<file path="src/design/oaa_pkg.sv">
// Shared widths, octant bases and pipeline payload types for the atan2 approximation.
`timescale 1ns / 1ps

package oaa_pkg;

  localparam int COORD_BITS = 23;
  localparam int MAG_W      = COORD_BITS;      // |coord| up to 2^(COORD_BITS-1)
  localparam int REM_W      = MAG_W + 1;       // partial remainder, < 2*divisor
  localparam int QUO_W      = 10;              // ratio 0..512
  localparam int ANGLE_W    = 13;              // angle 0..4096
  localparam int IN_TDATA_W  = ((2 * COORD_BITS + 7) / 8) * 8;
  localparam int OUT_TDATA_W = ((ANGLE_W + 7) / 8) * 8;

  localparam logic [ANGLE_W-1:0] BASE_0    = ANGLE_W'(0);
  localparam logic [ANGLE_W-1:0] BASE_1024 = ANGLE_W'(1024);
  localparam logic [ANGLE_W-1:0] BASE_2048 = ANGLE_W'(2048);
  localparam logic [ANGLE_W-1:0] BASE_3072 = ANGLE_W'(3072);
  localparam logic [ANGLE_W-1:0] BASE_4096 = ANGLE_W'(4096);

  // Octant decision: base angle and whether the ratio is subtracted from it.
  typedef struct packed {
    logic               sub;
    logic [ANGLE_W-1:0] base;
  } ctl_t;

  // Payload of one divider stage.
  typedef struct packed {
    logic [REM_W-1:0] rem;
    logic [MAG_W-1:0] divisor;
    logic [QUO_W-1:0] quo;
    ctl_t             ctl;
  } div_t;

endpackage

</file>
<file path="src/design/oaa_div_stage.sv">
// One restoring-division stage: resolves one quotient bit, registered.
`timescale 1ns / 1ps

module oaa_div_stage (
  input  logic          clk,
  input  logic          rst,
  input  logic          en,
  input  logic          in_valid,
  input  oaa_pkg::div_t in_data,
  output logic          out_valid,
  output oaa_pkg::div_t out_data
);

  logic [oaa_pkg::REM_W:0]   diff;
  logic                      ge;
  logic [oaa_pkg::REM_W-1:0] rem_sub;
  oaa_pkg::div_t             data_next;

  always_comb begin
    diff    = {1'b0, in_data.rem} - {2'b00, in_data.divisor};
    ge      = ~diff[oaa_pkg::REM_W];
    rem_sub = ge ? diff[oaa_pkg::REM_W-1:0] : in_data.rem;
    data_next       = in_data;
    data_next.rem   = {rem_sub[oaa_pkg::REM_W-2:0], 1'b0};
    data_next.quo   = {in_data.quo[oaa_pkg::QUO_W-2:0], ge};
  end

  always_ff @(posedge clk) begin
    if (rst) begin
      out_valid <= 1'b0;
    end else if (en) begin
      out_valid <= in_valid;
    end
  end

  always_ff @(posedge clk) begin
    if (en) begin
      out_data <= data_next;
    end
  end

endmodule

</file>
<file path="src/design/octant_atan2_approx.sv">
// Top level: pipelined octant-linear atan2 approximation, 4096 units per turn.
`timescale 1ns / 1ps

// Usage
//   Input stream (s_axis_*): one item per coordinate pair, coord_y in tdata
//   [22:0], coord_x in tdata[45:23], both two's complement; tdata[47:46] unused.
//   Output stream (m_axis_*): one item per input item, angle in tdata[12:0],
//   0..4096 counterclockwise from +x (4096 is kept, not wrapped).
// Throughput: one item per cycle, sustained while the output is not stalled.
// Pipeline: 13 register stages from the accepting edge to m_axis_tvalid:
//   magnitudes and signs, magnitude compare and octant select, ten
//   restoring divider stages (one quotient bit per stage, the ratio
//   small*512/large), and the base add/subtract.
// Stall: every stage advances together while the output register is empty
//   or being taken; when m_axis_tready is low with a result held, the whole
//   pipeline freezes and s_axis_tready drops, so nothing is lost or repeated.
//   Bubbles travel as invalid stages.
// Reset: rst (synchronous) clears all valid bits; no item is in flight.

module octant_atan2_approx (
  input  logic        clk,
  input  logic        rst,
  input  logic        s_axis_tvalid,
  output logic        s_axis_tready,
  input  logic [47:0] s_axis_tdata,   // [22:0] coord_y, [45:23] coord_x, [47:46] zero
  output logic        m_axis_tvalid,
  input  logic        m_axis_tready,
  output logic [15:0] m_axis_tdata    // [12:0] angle, [15:13] zero
);

  localparam int CB = oaa_pkg::COORD_BITS;

  logic en;

  // Whole pipeline moves when the output slot is free or being drained.
  assign en            = ~m_axis_tvalid | m_axis_tready;
  assign s_axis_tready = en;

  // ---- stage 0: signs and magnitudes --------------------------------------
  logic signed [CB-1:0]   in_y, in_x;
  logic [oaa_pkg::MAG_W-1:0] ax_c, ay_c;

  assign in_y = s_axis_tdata[CB-1:0];
  assign in_x = s_axis_tdata[2*CB-1:CB];

  always_comb begin
    // x of zero counts as +1
    if (in_x == '0) begin
      ax_c = oaa_pkg::MAG_W'(1);
    end else if (in_x[CB-1]) begin
      ax_c = oaa_pkg::MAG_W'(-in_x);
    end else begin
      ax_c = oaa_pkg::MAG_W'(in_x);
    end
    ay_c = in_y[CB-1] ? oaa_pkg::MAG_W'(-in_y) : oaa_pkg::MAG_W'(in_y);
  end

  logic                      s0_valid;
  logic [oaa_pkg::MAG_W-1:0] s0_ax, s0_ay;
  logic                      s0_x_neg, s0_y_neg, s0_y_zero;

  always_ff @(posedge clk) begin
    if (rst) begin
      s0_valid <= 1'b0;
    end else if (en) begin
      s0_valid <= s_axis_tvalid;
    end
  end

  always_ff @(posedge clk) begin
    if (en) begin
      s0_ax     <= ax_c;
      s0_ay     <= ay_c;
      s0_x_neg  <= in_x[CB-1];
      s0_y_neg  <= in_y[CB-1];
      s0_y_zero <= (in_y == '0);
    end
  end

  // ---- stage 1: compare, octant select, divider operands ------------------
  logic                      ax_lt_ay, ay_lt_ax;
  logic                      by_y;     // ratio is |x|*512/|y|
  oaa_pkg::ctl_t             ctl_c;
  oaa_pkg::div_t             div_c;

  always_comb begin
    ax_lt_ay = s0_ax < s0_ay;
    ay_lt_ax = s0_ay < s0_ax;
    by_y     = 1'b0;
    ctl_c    = oaa_pkg::ctl_t'{sub: 1'b0, base: oaa_pkg::BASE_0};
    if (s0_y_zero) begin
      // on the x axis: ratio forced to 0 (small = |y| = 0)
      by_y       = 1'b0;
      ctl_c.base = s0_x_neg ? oaa_pkg::BASE_2048 : oaa_pkg::BASE_0;
    end else begin
      case ({s0_x_neg, s0_y_neg})
        2'b00: begin
          by_y  = ax_lt_ay;
          ctl_c = ax_lt_ay ? oaa_pkg::ctl_t'{sub: 1'b1, base: oaa_pkg::BASE_1024}
                           : oaa_pkg::ctl_t'{sub: 1'b0, base: oaa_pkg::BASE_0};
        end
        2'b01: begin
          by_y  = ~ay_lt_ax;
          ctl_c = ay_lt_ax ? oaa_pkg::ctl_t'{sub: 1'b1, base: oaa_pkg::BASE_4096}
                           : oaa_pkg::ctl_t'{sub: 1'b0, base: oaa_pkg::BASE_3072};
        end
        2'b10: begin
          by_y  = ax_lt_ay;
          ctl_c = ax_lt_ay ? oaa_pkg::ctl_t'{sub: 1'b0, base: oaa_pkg::BASE_1024}
                           : oaa_pkg::ctl_t'{sub: 1'b1, base: oaa_pkg::BASE_2048};
        end
        default: begin
          by_y  = ~ay_lt_ax;
          ctl_c = ay_lt_ax ? oaa_pkg::ctl_t'{sub: 1'b0, base: oaa_pkg::BASE_2048}
                           : oaa_pkg::ctl_t'{sub: 1'b1, base: oaa_pkg::BASE_3072};
        end
      endcase
    end
    div_c.rem     = by_y ? oaa_pkg::REM_W'(s0_ax) : oaa_pkg::REM_W'(s0_ay);
    div_c.divisor = by_y ? s0_ay : s0_ax;
    div_c.quo     = '0;
    div_c.ctl     = ctl_c;
  end

  // ---- divider chain: one quotient bit per stage, MSB first ---------------
  logic          div_valid [oaa_pkg::QUO_W+1];
  oaa_pkg::div_t div_data  [oaa_pkg::QUO_W+1];

  always_ff @(posedge clk) begin
    if (rst) begin
      div_valid[0] <= 1'b0;
    end else if (en) begin
      div_valid[0] <= s0_valid;
    end
  end

  always_ff @(posedge clk) begin
    if (en) begin
      div_data[0] <= div_c;
    end
  end

  for (genvar k = 0; k < oaa_pkg::QUO_W; k++) begin : g_div
    oaa_div_stage u_stage (
      .clk       (clk),
      .rst       (rst),
      .en        (en),
      .in_valid  (div_valid[k]),
      .in_data   (div_data[k]),
      .out_valid (div_valid[k+1]),
      .out_data  (div_data[k+1])
    );
  end

  // ---- output stage: base +/- ratio ---------------------------------------
  oaa_pkg::div_t               fin;
  logic [oaa_pkg::ANGLE_W-1:0] ratio_ext;
  logic [oaa_pkg::ANGLE_W-1:0] angle_c;
  logic [oaa_pkg::ANGLE_W-1:0] angle;

  assign fin       = div_data[oaa_pkg::QUO_W];
  assign ratio_ext = oaa_pkg::ANGLE_W'(fin.quo);
  assign angle_c   = fin.ctl.sub ? fin.ctl.base - ratio_ext : fin.ctl.base + ratio_ext;

  always_ff @(posedge clk) begin
    if (rst) begin
      m_axis_tvalid <= 1'b0;
    end else if (en) begin
      m_axis_tvalid <= div_valid[oaa_pkg::QUO_W];
    end
  end

  always_ff @(posedge clk) begin
    if (en) begin
      angle <= angle_c;
    end
  end

  assign m_axis_tdata = {(oaa_pkg::OUT_TDATA_W - oaa_pkg::ANGLE_W)'(0), angle};

endmodule
</file>
<file path="config.mk">
export PLATFORM = sky130hd
export DESIGN_NAME = octant_atan2_approx
export DESIGN_NICKNAME = d
export VERILOG_FILES = /design/src/design/oaa_pkg.sv /design/src/design/oaa_div_stage.sv /design/src/design/octant_atan2_approx.sv
export SDC_FILE = /design/constraint.sdc
export NUM_CORES = 1
export LEC_CHECK = 0
export ABC_AREA = 1
export BUFFER_PORTS_ARGS = -buffer_cell sky130_fd_sc_hd__buf_2
export CORE_UTILIZATION = 50
export CTS_CLUSTER_DIAMETER = 50
export DETAILED_ROUTE_END_ITERATION = 16
export PLACE_DENSITY = 0.66
export SLEW_MARGIN = 20
export SYNTH_ARGS = -nofsm -noshare
export SYNTH_HDL_FRONTEND = slang
export SYNTH_SLANG_ARGS = --single-unit
</file>
<file path="constraint.sdc">
create_clock -name clk -period 38 [get_ports clk]
set_clock_uncertainty 0.15 [all_clocks]
set_input_delay 7.6 -clock clk [delete_from_list [all_inputs] [get_ports clk]]
set_output_delay 7.6 -clock clk [all_outputs]
set_load 0.05 [all_outputs]
</file>
==> results by group <==
Floorplan
  • I/O pins: 70
  • Initial Utilization: 50.9%
  • Area of the core: 0.0733 sq mm
  • FP Rows: a little under 100
  • Die X: 275 um
  • Total Die Area: between 0.07 and 0.08 sq mm
  • Die height: approximately 280 um

Outcome
  • Failing checks: DRC
  • Status: finished, violations left

Logic synthesis
  • Main synth FF type: edfxtp_1
  • Synthesized area: between 0.03 and 0.04 sq mm
  • Largest cells by area after synthesis: edfxtp_1 50%, nand2_1 8.7%, ha_1 8.4%
  • Synth cell types: 49
  • Commonest cells in the netlist: 869 x nand2_1, 621 x edfxtp_1, 557 x inv_1
  • Synth area leader: edfxtp_1
  • Synth top area share: 50.0%
  • Post-Syn Instances: between 4000 and 5000
  • Most common cell in the netlist: nand2_1
  • Mapped Avg Cell Area: between 9 and 10 sq um
  • Sequential area share after synthesis: 50.7%
  • Syn. warnings: 0
  • Register bit total from synthesis: around 630
  • Synth async-reset ratio: 0%
  • EDFF count, synth: just over 600

Drt
  • Initial drt markers: 1762
  • Via count: around 28000
  • Drt first pass iters: 11
  • Antenna-violating nets left: 0
  • Final WL: approximately 87000 um
  • Vias per Instance: around 5.4
  • DRC: 3
  • Avg WL per Cell: about 17 um

Placement
  • Port-buffer cells: 64
  • Pre-CTS setup slack: ~21 ns
  • Dpl hpwl: roughly 67000 um
  • Final GP Congestion: 0.894

Worst setup path
  • CP endpoint kind: primary output
  • CP Data Arrival Time: 9.39 ns
  • Crit-path cells: buf_2 > nor2_1 > inv_8 > buf_2
  • Worst reg2reg path startpoint: m_axis_tvalid
  • Crit path launch type: input port
  • Slowest-stage cell, CP: nor2_1
  • CP required: between 30 and 40 ns
  • R2R depth: 6
  • Crit path launch: m_axis_tready
  • CP peak stage delay: 0.81 ns
  • CP max FO: ~120
  • Cell mode on critical path: buf_2
  • Kind of critical path: input port to primary output

Timing
  • Fin crit share: about 45%
  • Final Max Tran Viols: 0
  • Sum of negative setup slack: 0 ns
  • WHS: 0.264 ns
  • Number of hold violations in the final report: 0
  • Slew HR: between 20% and 30%
  • Crit path time final: 17.14 ns
  • Endpoints failing setup: 0
  • RSZ-0062 raised after global routing: false
  • Actual slew at the worst max-slew pin: ~1.1 ns
  • Fmax: a little under 0.06 GHz
  • Final worst setup slack: 20.86 ns

Power and ir drop
  • Leak Pwr: between 15 and 20 nW
  • Power Total: between 4 and 5 mW
  • Maximum vdd drop: ~0.046 mV
  • Power per Cell Area: roughly 99 mW/mm^2

Clocking
  • Post-CTS Hold Buffers: 0
  • Sink Count: approximately 630
  • Cts bufs inserted: between 80 and 90
  • Post_cts resized: 0
  • CTS tree: built
  • Clk slew on worst S/H paths: around 0.060 ns
  • Clock Path Buffers: 3
  • Root Buffer: clkbuf_16
  • Clk_lat worst skew: ~0.64 ns
  • H-tree depth: 3
  • Setup Fix Bufs, Post-CTS: 0

Min path
  • WHS Path Cells: 0
  • HP Start: g_div[5].u_stage.out_data[11]
  • Hold WC Path Type: flip-flop to flip-flop

Global route
  • Largest net degree at the start of global routing: about 170
  • Grt ovf: 0
  • Antenna violations before repair: 0
  • All-Layer GR Usage: roughly 23%
  • Global-route wire length before repair: 138000 um
  • Vias in the first global route: ~27000

Layout
  • N_diodes: 0
  • Area growth syn-to-layout: 10.7%
  • Share of layout cells above drive strength 1: between 7 and 8%
  • Final #Nets: roughly 4400
  • Multi-input logic area: around 0.016 sq mm
  • Final Util: roughly 56%
  • FF+latch area: 0.0189 sq mm
  • Fillcell total: about 6600

Flow run
  • Max-Cap Viols: 0
==> metal layers <==
| layer | share of wire [%] | GRT usage [%] | vias up |
|---|---|---|---|
| met5 | 0 | 0 | - |
| met4 | 3.3 | 8.30 | 0 |
| met3 | 3.9 | 3.35 | 170 |
| met2 | 51 | 42.6 | 578 |
| met1 | 42 | 27.5 | 13000 |
| li1 | - | - | 14000 |
==> stage by stage <==
step	area (sq um)	std cells
after detailed placement	38500	5000
after global routing	41300	5158
after global placement	38500	5000
final	41300	5158
after CTS	41300	5158
after floorplan	37300	4026
==> flip-flops by register name, indices dropped and copies added (netlist names) <==
name / cells
g_div.u_stage.out_data: 509
div_data: 50
s0_ax: 23
s0_ay: 23
angle: 13
g_div.u_stage.out_valid: 10
div_valid: 1
m_axis_tvalid: 1
s0_valid: 1
s0_x_neg: 1
s0_y_neg: 1
s0_y_zero: 1
==> worst max-delay path: cells and delay by family <==
family | cells | cell delay, ns
simple gates | 1 | 0.81
buf+inv | 3 | 0.97
==> area by class of cell <==
class | instances | area share, %
tap | 959 | 2.91
multi-input combinational | 2776 | 38.4
sequential | 634 | 45.8
timing repair buffer | 72 | 0.951
inverter | 559 | 5.10
clock inverter | 59 | 1.45
clock buffer | 99 | 5.38
==> power by group <==
part	leakage (nW)	internal, mW	switching (mW)
clock network	1.36	0.460	0.323
logic	10.2	0.710	1.29
registers	6.72	1.14	0.153
==> final timing paths <==
kind | to | slack, ns
worst max-delay path | s_axis_tready | 20.86
worst min-delay path | g_div[6].u_stage.out_data[11] | 0.26
worst max register to register | g_div[7].u_stage.out_data[54] | 33.69
worst min register to register | g_div[6].u_stage.out_data[11] | 0.26
==> cells by family after synthesis <==
logic type      synth area share (%)
other cells                   0.0101
fa+ha+maj                       8.87
simple gates                    19.2
compound gates                  10.8
buf+inv                         6.76
xor+xnor                        3.66
flops                           50.7
==> cell usage in the layout, fill, tap and decap left out, types with 8 or more instances in the layout <==
cell type   count
o21ai_0       200
buf_2          64
o21bai_1       23
a211oi_1        9
a21o_1         34
xor2_1         79
ha_1          250
o21ai_2         9
inv_8          11
dfxtp_1        13
clkbuf_16      87
nand2_1       869
a21boi_0       16
or2_2           9
fa_1            9
o21ai_1        33
inv_1         556
nor4_1         10
nand3b_1       18
inv_6          12
nand4_1       108
edfxtp_1      621
xnor2_1        77
o21a_1         19
nor3_1         42
clkbuf_1       12
a21oi_1       340
clkinvlp_4      8
a21oi_2         8
nor2_1        355
clkinv_2        9
nand3_1       196
nand3_2        11
No activity file was read; power rests on OpenSTA's default activity.
